===== src/rtl/core/tpet_pkg.sv =====
`default_nettype none
package tpet_pkg;

  localparam int POSITION_SHIFT = 3;
  localparam int TIMER_WIDTH    = 16;
  localparam int POS_W          = 32;
  localparam int TICK_W         = 16;
  localparam int LOAD_W         = 16;
  localparam int ADDR_W         = 3;
  localparam int DATA_W         = 32;

  // Word index of each configuration register (byte address / 4)
  localparam logic REG_SAMPLING_PERIOD = 1'b0;
  localparam logic [TICK_W-1:0] SAMPLING_PERIOD_RESET = TICK_W'(9);

  typedef enum logic [1:0] {
    MODE_TICK        = 2'd0,
    MODE_LOAD_A      = 2'd1,
    MODE_LOAD_B      = 2'd2,
    MODE_LOAD_TOGGLE = 2'd3
  } mode_t;

  typedef struct packed {
    mode_t                    mode;
    logic [LOAD_W-1:0]        load_value;
    logic signed [POS_W-1:0]  position_step;
    logic [POS_W-1:0]         encoder_count;
  } item_t;

  typedef struct packed {
    logic control_ready;
    logic timeout_a;
    logic timeout_b;
    logic toggle;
  } flags_t;

  // Result of the tick stage, handed to the error stage
  typedef struct packed {
    flags_t            flags;
    logic [POS_W-1:0]  acc;
    logic [POS_W-1:0]  enc;
  } motion_t;

endpackage
`default_nettype wire


===== src/rtl/core/tick_position_error_and_timers.sv =====
// Tick-driven position error sampler with two one-shot timers and a toggle timer.
// Input channel: in_valid / in_stall carry one request per accepted edge; mode
// selects a tick or a load of one-shot A, one-shot B or the toggle period.
// Output channel: out_valid / out_stall return exactly one result per request,
// in request order: four event flags plus the latest position error and change.
// Throughput: one request per cycle unless out_stall backs up all the stages;
// a tick updates the accumulator and timers in the tick stage, the error stage
// divides and subtracts the encoder count, and the result register forms the
// change against the previous sample.
// Stall: when out_stall holds a result, each stage with a bubble still fills;
// once all three stages and the result register are full, in_stall rises.
// Reset (rst, synchronous): all stages empty, accumulator, counters and the held
// error and change go to zero, sampling_period returns to 9.
// Configuration: APB-style port, sampling_period at byte address 0. The user
// must write it only while no request is in flight; the block does not enforce it.
`default_nettype none
module tick_position_error_and_timers
  import tpet_pkg::*;
(
  input  wire logic                     clk,
  input  wire logic                     rst,
  // Request channel
  input  wire logic                     in_valid,
  output logic                          in_stall,
  input  wire logic [1:0]               mode,
  input  wire logic [LOAD_W-1:0]        load_value,
  input  wire logic signed [POS_W-1:0]  position_step,
  input  wire logic [POS_W-1:0]         encoder_count,
  // Result channel
  output logic                          out_valid,
  input  wire logic                     out_stall,
  output logic                          control_ready,
  output logic                          timeout_a_fired,
  output logic                          timeout_b_fired,
  output logic                          toggle_fired,
  output logic signed [POS_W-1:0]       position_error_out,
  output logic signed [POS_W-1:0]       error_change,
  // Configuration port
  input  wire logic                     psel,
  input  wire logic                     penable,
  input  wire logic                     pwrite,
  input  wire logic [ADDR_W-1:0]        paddr,
  input  wire logic [DATA_W-1:0]        pwdata,
  output logic [DATA_W-1:0]             prdata,
  output logic                          pready
);

  logic [TICK_W-1:0] sampling_period;
  logic              in_reg_valid;
  item_t             in_reg;
  logic              motion_valid;
  motion_t           motion;
  logic              err_valid;
  flags_t            out_flags;
  logic              en_in, en_motion, en_err, en_out;

  // Stage enables: a stage loads when it is empty or its successor loads
  always_comb begin
    en_out    = !out_valid || !out_stall;
    en_err    = !err_valid || en_out;
    en_motion = !motion_valid || en_err;
    en_in     = !in_reg_valid || en_motion;
    in_stall  = !en_in;
  end

  // Input register
  always_ff @(posedge clk) begin
    if (rst) begin
      in_reg_valid <= 1'b0;
    end else if (en_in) begin
      in_reg_valid <= in_valid;
    end
  end

  always_ff @(posedge clk) begin
    if (en_in && in_valid) begin
      in_reg.mode          <= mode_t'(mode);
      in_reg.load_value    <= load_value;
      in_reg.position_step <= position_step;
      in_reg.encoder_count <= encoder_count;
    end
  end

  // Configuration register
  always_ff @(posedge clk) begin
    if (rst) begin
      sampling_period <= SAMPLING_PERIOD_RESET;
    end else if (psel && penable && pwrite && pready
                 && (paddr[ADDR_W-1] == REG_SAMPLING_PERIOD)) begin
      sampling_period <= pwdata[TICK_W-1:0];
    end
  end

  always_comb begin
    pready = 1'b1;
    prdata = '0;
    if (paddr[ADDR_W-1] == REG_SAMPLING_PERIOD) begin
      prdata = DATA_W'(sampling_period);
    end
  end

  tpet_motion u_motion (
    .clk             (clk),
    .rst             (rst),
    .en              (en_motion),
    .item_valid      (in_reg_valid),
    .item            (in_reg),
    .sampling_period (sampling_period),
    .valid           (motion_valid),
    .motion          (motion)
  );

  tpet_sample u_sample (
    .clk          (clk),
    .rst          (rst),
    .en_err       (en_err),
    .en_out       (en_out),
    .motion_valid (motion_valid),
    .motion       (motion),
    .err_valid    (err_valid),
    .out_valid    (out_valid),
    .out_flags    (out_flags),
    .last_error   (position_error_out),
    .last_change  (error_change)
  );

  always_comb begin
    control_ready   = out_flags.control_ready;
    timeout_a_fired = out_flags.timeout_a;
    timeout_b_fired = out_flags.timeout_b;
    toggle_fired    = out_flags.toggle;
  end

endmodule
`default_nettype wire


===== src/rtl/core/tpet_motion.sv =====
`default_nettype none
module tpet_motion
  import tpet_pkg::*;
(
  input  wire logic              clk,
  input  wire logic              rst,
  input  wire logic              en,
  input  wire logic              item_valid,
  input  wire item_t             item,
  input  wire logic [TICK_W-1:0] sampling_period,
  output logic                   valid,
  output motion_t                motion
);

  logic [TICK_W-1:0]      tick_count, tick_count_next;
  logic [POS_W-1:0]       acc, acc_next;
  logic [TIMER_WIDTH-1:0] oneshot_a, oneshot_a_next;
  logic [TIMER_WIDTH-1:0] oneshot_b, oneshot_b_next;
  logic [TIMER_WIDTH-1:0] toggle_period, toggle_period_next;
  logic [TIMER_WIDTH-1:0] toggle_count, toggle_count_next;
  flags_t                 flags, flags_next;
  logic [POS_W-1:0]       enc;

  logic [TIMER_WIDTH-1:0] load_t;
  logic [TICK_W-1:0]      tick_inc;
  logic [TIMER_WIDTH-1:0] toggle_dec;

  // Service the tick or apply the load
  always_comb begin
    load_t             = TIMER_WIDTH'(item.load_value);
    tick_inc           = tick_count + TICK_W'(1);
    toggle_dec         = toggle_count - TIMER_WIDTH'(1);
    tick_count_next    = tick_count;
    acc_next           = acc;
    oneshot_a_next     = oneshot_a;
    oneshot_b_next     = oneshot_b;
    toggle_period_next = toggle_period;
    toggle_count_next  = toggle_count;
    flags_next         = '0;
    case (item.mode)
      MODE_LOAD_A: begin
        oneshot_a_next = load_t;
      end
      MODE_LOAD_B: begin
        oneshot_b_next = load_t;
      end
      MODE_LOAD_TOGGLE: begin
        toggle_period_next = load_t;
        toggle_count_next  = load_t;
      end
      default: begin
        acc_next = acc + POS_W'(item.position_step);
        if (tick_inc > sampling_period) begin
          tick_count_next          = '0;
          flags_next.control_ready = 1'b1;
        end else begin
          tick_count_next = tick_inc;
        end
        if (oneshot_a != '0) begin
          oneshot_a_next      = oneshot_a - TIMER_WIDTH'(1);
          flags_next.timeout_a = (oneshot_a == TIMER_WIDTH'(1));
        end
        if (oneshot_b != '0) begin
          oneshot_b_next      = oneshot_b - TIMER_WIDTH'(1);
          flags_next.timeout_b = (oneshot_b == TIMER_WIDTH'(1));
        end
        if (toggle_period != '0) begin
          if (toggle_dec == '0) begin
            toggle_count_next = toggle_period;
            flags_next.toggle = 1'b1;
          end else begin
            toggle_count_next = toggle_dec;
          end
        end
      end
    endcase
  end

  // Advance the stage and commit state for each item that enters
  always_ff @(posedge clk) begin
    if (rst) begin
      valid         <= 1'b0;
      tick_count    <= '0;
      acc           <= '0;
      oneshot_a     <= '0;
      oneshot_b     <= '0;
      toggle_period <= '0;
      toggle_count  <= '0;
    end else if (en) begin
      valid <= item_valid;
      if (item_valid) begin
        tick_count    <= tick_count_next;
        acc           <= acc_next;
        oneshot_a     <= oneshot_a_next;
        oneshot_b     <= oneshot_b_next;
        toggle_period <= toggle_period_next;
        toggle_count  <= toggle_count_next;
      end
    end
  end

  // Per-item payload
  always_ff @(posedge clk) begin
    if (en && item_valid) begin
      flags <= flags_next;
      enc   <= item.encoder_count;
    end
  end

  // The accumulator only moves with this stage, so it belongs to the held item
  always_comb begin
    motion.flags = flags;
    motion.acc   = acc;
    motion.enc   = enc;
  end

endmodule
`default_nettype wire


===== src/rtl/core/tpet_sample.sv =====
`default_nettype none
module tpet_sample
  import tpet_pkg::*;
(
  input  wire logic                clk,
  input  wire logic                rst,
  input  wire logic                en_err,
  input  wire logic                en_out,
  input  wire logic                motion_valid,
  input  wire motion_t             motion,
  output logic                     err_valid,
  output logic                     out_valid,
  output flags_t                   out_flags,
  output logic signed [POS_W-1:0]  last_error,
  output logic signed [POS_W-1:0]  last_change
);

  localparam logic [POS_W-1:0] ROUND_BIAS = POS_W'((1 << POSITION_SHIFT) - 1);

  logic [POS_W-1:0]        biased;
  logic signed [POS_W-1:0] quotient;
  logic signed [POS_W-1:0] err_next;
  logic signed [POS_W-1:0] err;
  flags_t                  err_flags;

  // Divide toward zero: bias negative values before the arithmetic shift
  always_comb begin
    biased   = motion.acc + (motion.acc[POS_W-1] ? ROUND_BIAS : '0);
    quotient = $signed(biased) >>> POSITION_SHIFT;
    err_next = quotient - $signed(motion.enc);
  end

  always_ff @(posedge clk) begin
    if (rst) begin
      err_valid <= 1'b0;
    end else if (en_err) begin
      err_valid <= motion_valid;
    end
  end

  always_ff @(posedge clk) begin
    if (en_err && motion_valid) begin
      err       <= err_next;
      err_flags <= motion.flags;
    end
  end

  // Result register: hold the last sample and its change until the next sample
  always_ff @(posedge clk) begin
    if (rst) begin
      out_valid   <= 1'b0;
      last_error  <= '0;
      last_change <= '0;
    end else if (en_out) begin
      out_valid <= err_valid;
      if (err_valid && err_flags.control_ready) begin
        last_error  <= err;
        last_change <= err - last_error;
      end
    end
  end

  always_ff @(posedge clk) begin
    if (en_out && err_valid) begin
      out_flags <= err_flags;
    end
  end

endmodule
`default_nettype wire


===== config.mk =====
export PLATFORM = sky130hd
export DESIGN_NAME = tick_position_error_and_timers
export DESIGN_NICKNAME = d
export VERILOG_FILES = /design/src/rtl/core/tpet_pkg.sv /design/src/rtl/core/tick_position_error_and_timers.sv /design/src/rtl/core/tpet_motion.sv /design/src/rtl/core/tpet_sample.sv
export SDC_FILE = /design/constraint.sdc
export NUM_CORES = 1
export LEC_CHECK = 0
export ABC_AREA = 1
export BUFFER_PORTS_ARGS = -buffer_cell sky130_fd_sc_hd__buf_2
export CAP_MARGIN = 15
export CORE_ASPECT_RATIO = 1.75
export CORE_MARGIN = 8
export CORE_UTILIZATION = 30
export CTS_CLUSTER_DIAMETER = 120
export CTS_CLUSTER_SIZE = 8
export DETAILED_ROUTE_END_ITERATION = 8
export PLACE_DENSITY_LB_ADDON = 0.1
export SKIP_LAST_GASP = 1
export SLEW_MARGIN = 25
export SYNTH_ARGS = -nofsm -noshare
export SYNTH_HDL_FRONTEND = slang
export SYNTH_HIERARCHICAL = 1
export SYNTH_SLANG_ARGS = --single-unit

===== constraint.sdc =====
create_clock -name clk -period 13.8 [get_ports clk]
set_input_delay 0.69 -clock clk [delete_from_list [all_inputs] [get_ports clk]]
set_output_delay 0.69 -clock clk [all_outputs]
set_load 0.02 [all_outputs]

# == After elaboration in Yosys (flattened, before gate mapping) ==
# Index checks and enable logic that the tools add are counted.
# totals
output_inout_bits,103
wordCells,103
reg_bits,354
in_bits,124
# op_classes
n_eq_ne,5
bitwise,8
add_sub_neg,8
reduce_logical,38
magnitude_cmp,1
n_mux,12
# op_table
cell,count
2-to-1 mux 16 bit,6
one-hot mux 16 bit (2 select lines),3
nonzero test 16 bit,3
subtractor 16 x 1 -> 16 bit (second input constant),3
adder 32 x 3 -> 32 bit,1
adder 32 bit,1
== test 16 x 1 -> 1 bit (second input constant),2
subtractor 29 x 32 -> 32 bit,1
subtractor 32 bit,1
adder 16 x 1 -> 16 bit (second input constant),1
greater-than comparator 16 bit,1
logical NOT 16 bit,1
AND reduction 4 bit,3
OR reduction 4 bit,3
logical AND 1 bit,8
inverter 1 bit,8
logical NOT 1 bit,6
AND reduction 3 bit,2
nonzero test 2 bit,3
OR reduction 2 bit,3
== test 2 bit (second input constant),2
logical OR 1 bit,4
2-to-1 mux 3 bit,1
OR reduction 3 bit,1
other kinds (3),4

# == Logic depth before layout (Yosys ltp) ==
# logic_depth
depth_word,6
mapped_depth,21

# == By module ==
# The synthesis kept the hierarchy.
# modules_own_cells
module,seq_area_each_um2,area_per_inst_um2,n_inst,cells_per_inst
tpet_motion,3343.2,9521.6,1,1338
tpet_sample,2522.4,8836.0,1,1373
tick_position_error_and_timers,2802.7,3475.8,1,235

# == Worst setup path before layout ==
# No wires, ideal clock.
# synth_timing
path_type,input -> register
from,in out_stall
to,reg in_reg[0] (netlist bit) (enable)
t_arrival_ns,4.466
path_buffers,0
t_required_ns,13.277
slack_ns,8.811
path_stages,5
cell_sequence,nand2_1 -> nor2_1 -> nand3_1 -> inv_1 -> nor2_1
# synth_between
elab_chain_len,6
# synth_rtl
element,line_no,text
start: declaration,tick_position_error_and_timers.sv:31,"input wire logic out_stall,"
logical NOT 1 bit,tick_position_error_and_timers.sv:59,en_out = !out_valid || !out_stall;
logical OR 1 bit,tick_position_error_and_timers.sv:59,
logical OR 1 bit,tick_position_error_and_timers.sv:60,en_err = !err_valid || en_out;
logical OR 1 bit,tick_position_error_and_timers.sv:61,en_motion = !motion_valid || en_err;
logical OR 1 bit,tick_position_error_and_timers.sv:62,en_in = !in_reg_valid || en_motion;
logical AND 1 bit,tick_position_error_and_timers.sv:76,if (en_in && in_valid) begin
end: declaration,tick_position_error_and_timers.sv:50,item_t in_reg;
# No other way between the ends.
# A chain may end at the register's enable or synchronous reset.

# == Worst setup path in the final report ==
# layout_timing
from,reg u_motion.acc[31]
to,reg u_sample.err[25] (data pin)
# layout_between
elab_chain_len,3
# layout_rtl
element,line_no,text
start: declaration,tpet_motion.sv:16,"logic [POS_W-1:0] acc, acc_next;"
start signal: assignment,tpet_motion.sv:93,acc <= acc_next;
2-to-1 mux 3 bit,tpet_sample.sv:28,biased = motion.acc + (motion.acc[POS_W-1] ? ROUND_BIAS : '0);
adder 32 x 3 -> 32 bit,tpet_sample.sv:28,
subtractor 29 x 32 -> 32 bit,tpet_sample.sv:30,err_next = quotient - $signed(motion.enc);
named net u_sample.err_next[25],tpet_sample.sv:22,logic signed [POS_W-1:0] err_next;
end signal: assignment,tpet_sample.sv:43,err <= err_next;
end: declaration,tpet_sample.sv:23,logic signed [POS_W-1:0] err;
# The timed path passes the listed nets, and every way through them passes these cells.

==> reports/metrics.cfg <==
[die]
core_area_sq_um=72400
start_util=0.301
die_w_um=220
dieArea_sq_um=82000
fp.dieH_um=373
num_rows=131
io_pins=227

[cts]
clock_path_buffers=3
postCtsHoldBufs=0
path_clk_slew_ns=0.06
h-tree-depth=2
clock_latency_ns=0.59
cts_root_buf=clkbuf_16
clock-sinks=354
cts_tree=built
post_cts_buffers=0
cts_resized=0
cts_buffers=50

[synthesis]
ys.warnings.count=6
synth_area_per_cell_sq_um=7.41
synth-async-reset-ratio=0
ys_top_cells_by_area=edfxtp_1, dfxtp_1, nand2_1
synth_common_cells=nand2_1, inv_1, nor2_1
synth_edf_count=158
ys_ff_latch=354
synth_cells=2946
synth_area_leader_cell=edfxtp_1
yosysMostFrequentCell=nand2_1
synth.top_cell.area_share=0.217
ys_types=53
netlist_area_sq_um=21800
ys_seq_area_frac=0.397
synth_ff_type=dfxtp_1

[critical_path]
rr_worst_depth=14
r2r-end=u_sample/err[25]
critical-path-max-stage-delay_ns=0.62
critical_path.endpoint_type=register
r2r_slack_ns=9.95
path_max_fanout=7
path_cells=ha_1 > nor2_1 > nand2_1 > nand3_4 > nor3_1 > nor2_1 > ha_1 > nand2_1 > nor2_1 > inv_1 > o21ai_0 > nand4_1 > nand3_1 > nand2_1
crit_type=reg2reg
slowest_stage=dfxtp_1
worstSetupStartpointType=register
rr_startpoint=u_motion/acc[31]
required_ns=14.13
cp.arrival_ns=4.18

[placed_design]
routabilityCongestion=0.910
dp_hpwl_um=58800
port-buffer-count=191

[pwr]
leakage_nw=11.8
combPwrFrac=0.177
p_sw_mw=0.849
peakVddDrop_uv=90.2
power_density_nw_per_um2=113
intPower_mw=1.98
swShare=0.300
seq_power_share=0.424
p_clk_frac=0.399

[timing]
post-route-min-period_ns=3.85
max_freq_mhz=260
maxSlewViolCount=0
fin_crit_sh=0.279
rsz0062_at_grt=false
relSlewSlack=0.344
setup_viol=0
holdWs_ns=0.278
tightest_slew_ns=0.984
hold_viol=0
skew_ns=0.0314
tns_ns=0

[grt]
overflow=0
grt_pass1_vias=19600
grt_max_degree=74
grt_pass1_wl_um=111000
grt_usage=0.174
antenna_found_initial=2

[drt]
wl_per_cell_um=17.8
wirelength_um=73000
viasPerCell=4.74
drc=0
drtIter0Drc=942
via_count=19400
dr.pass1.iters=6
ant_nets=0

[finish]
final_nets=3377
area_growth_pct=14.8
largest_reg_flops=82
layout-drive-gt1-share=0.105

[worst_hold_path]
holdPathStages=1
hp-class=in2reg
hold_end=in_reg[67]
worstHoldStart=load_value[3]

[job]
cap_violations=0

[status]
status=finished clean

-- worst max-delay path: cells and delay by family (launching register included) --
kind	cells	cell delay (ns)
buffers and inverters	1	0.08
and+or+nand+nor	10	1.77
AOI/OAI and AO/OA	1	0.47
adders and majority gates	2	0.63
DFF	1	0.62
-- area by class of cell --
class / count / area, sq um
clock inverters: 2 / 25.0
fillers: 7860 / 47400
inverters: 471 / 1770
flip-flops and latches: 354 / 8670
clock buffers: 81 / 1370
well taps: 931 / 1160
repair buffers: 200 / 1020
multi-input cells: 2051 / 11000
diodes: 1 / 2.50
-- through the flow --
step / instances / power, mW / cell area (sq um) / setup slack, ns / utilization
after floorplan: 2961 / 1.57 / 21900 / 8.81 / -
after global placement: 4007 / 1.72 / 23700 / 9.97 / 0.327
after detailed placement: 4007 / 1.73 / 23700 / 9.96 / 0.327
after CTS: 4090 / 2.89 / 25100 / 9.93 / 0.346
after global routing: 4090 / 3.00 / 25100 / 9.69 / 0.346
final: 4091 / 2.83 / 25100 / 9.95 / 0.346
-- cells in the final DEF, fill, tap and decap left out, drive strengths merged --
master / netlist / final
a211oi: 20 / 20
a21boi: 2 / 2
a21o: 13 / 13
a21oi: 228 / 228
a31o: 1 / 1
a31oi: 15 / 15
and2: 2 / 2
and3: 1 / 1
buf: 35 / 200
clkbuf: 50 / 81
clkinv: 3 / 6
conb: 2 / 17
dfxtp: 196 / 196
diode: 0 / 1
edfxtp: 158 / 158
fa: 3 / 3
ha: 122 / 122
inv: 468 / 467
mux2i: 1 / 1
nand2: 683 / 683
nand3: 158 / 158
nand3b: 21 / 21
nand4: 23 / 23
nor2: 316 / 316
nor3: 37 / 37
nor4: 16 / 16
o211ai: 3 / 3
o21a: 35 / 35
o21ai: 198 / 198
o21bai: 36 / 36
o221ai: 2 / 2
o311ai: 1 / 1
o31ai: 2 / 2
or2: 3 / 3
xnor2: 19 / 19
xor2: 73 / 73
-- cells by family (layout without fill, tap and decap cells) --
group | count (synthesis) | after routing | share of synthesized area
xor gates and xnor gates | 92 | 92 | 0.0369
buffers and inverters | 556 | 754 | 0.101
AOI/OAI and AO/OA | 556 | 556 | 0.143
adders and majority gates | 125 | 125 | 0.0727
DFF | 354 | 354 | 0.397
muxes | 1 | 1 | 0.000458
other | 2 | 18 | 0.000344
and+or+nand+nor | 1260 | 1260 | 0.249
-- power by group through the flow --
stage | sequential, mW | combinational [mW] | clock (mW)
detailed placement | 1.22 | 0.501 | 0
global route | 1.21 | 0.566 | 1.22
global placement | 1.22 | 0.497 | 0
floorplan | 1.21 | 0.362 | 0
CTS | 1.20 | 0.503 | 1.19
finish | 1.20 | 0.501 | 1.13
-- how the worst max path moves through the flow --
stage,startpoint,to,slack (ns),cells past startpoint
detailed placement,u_motion/acc[31],u_sample/err[25],9.96,14
global placement,u_motion/acc[31],u_sample/err[25],9.97,14
global route,u_motion/acc[31],u_sample/err[25],9.69,14
floorplan,out_stall,in_reg[0],8.81,5
CTS,u_motion/acc[31],u_sample/err[25],9.93,14
finish,u_motion/acc[31],u_sample/err[25],9.95,14
-- routing by layer --
layer,vias to the layer above,wire (um),global-route usage
li1,9925,-,-
met1,8914,26300,0.172
met2,432,40700,0.346
met3,132,2640,0.0242
met4,0,3360,0.0785
met5,-,0,0
Note: power is estimated with default switching activity, not from simulation.
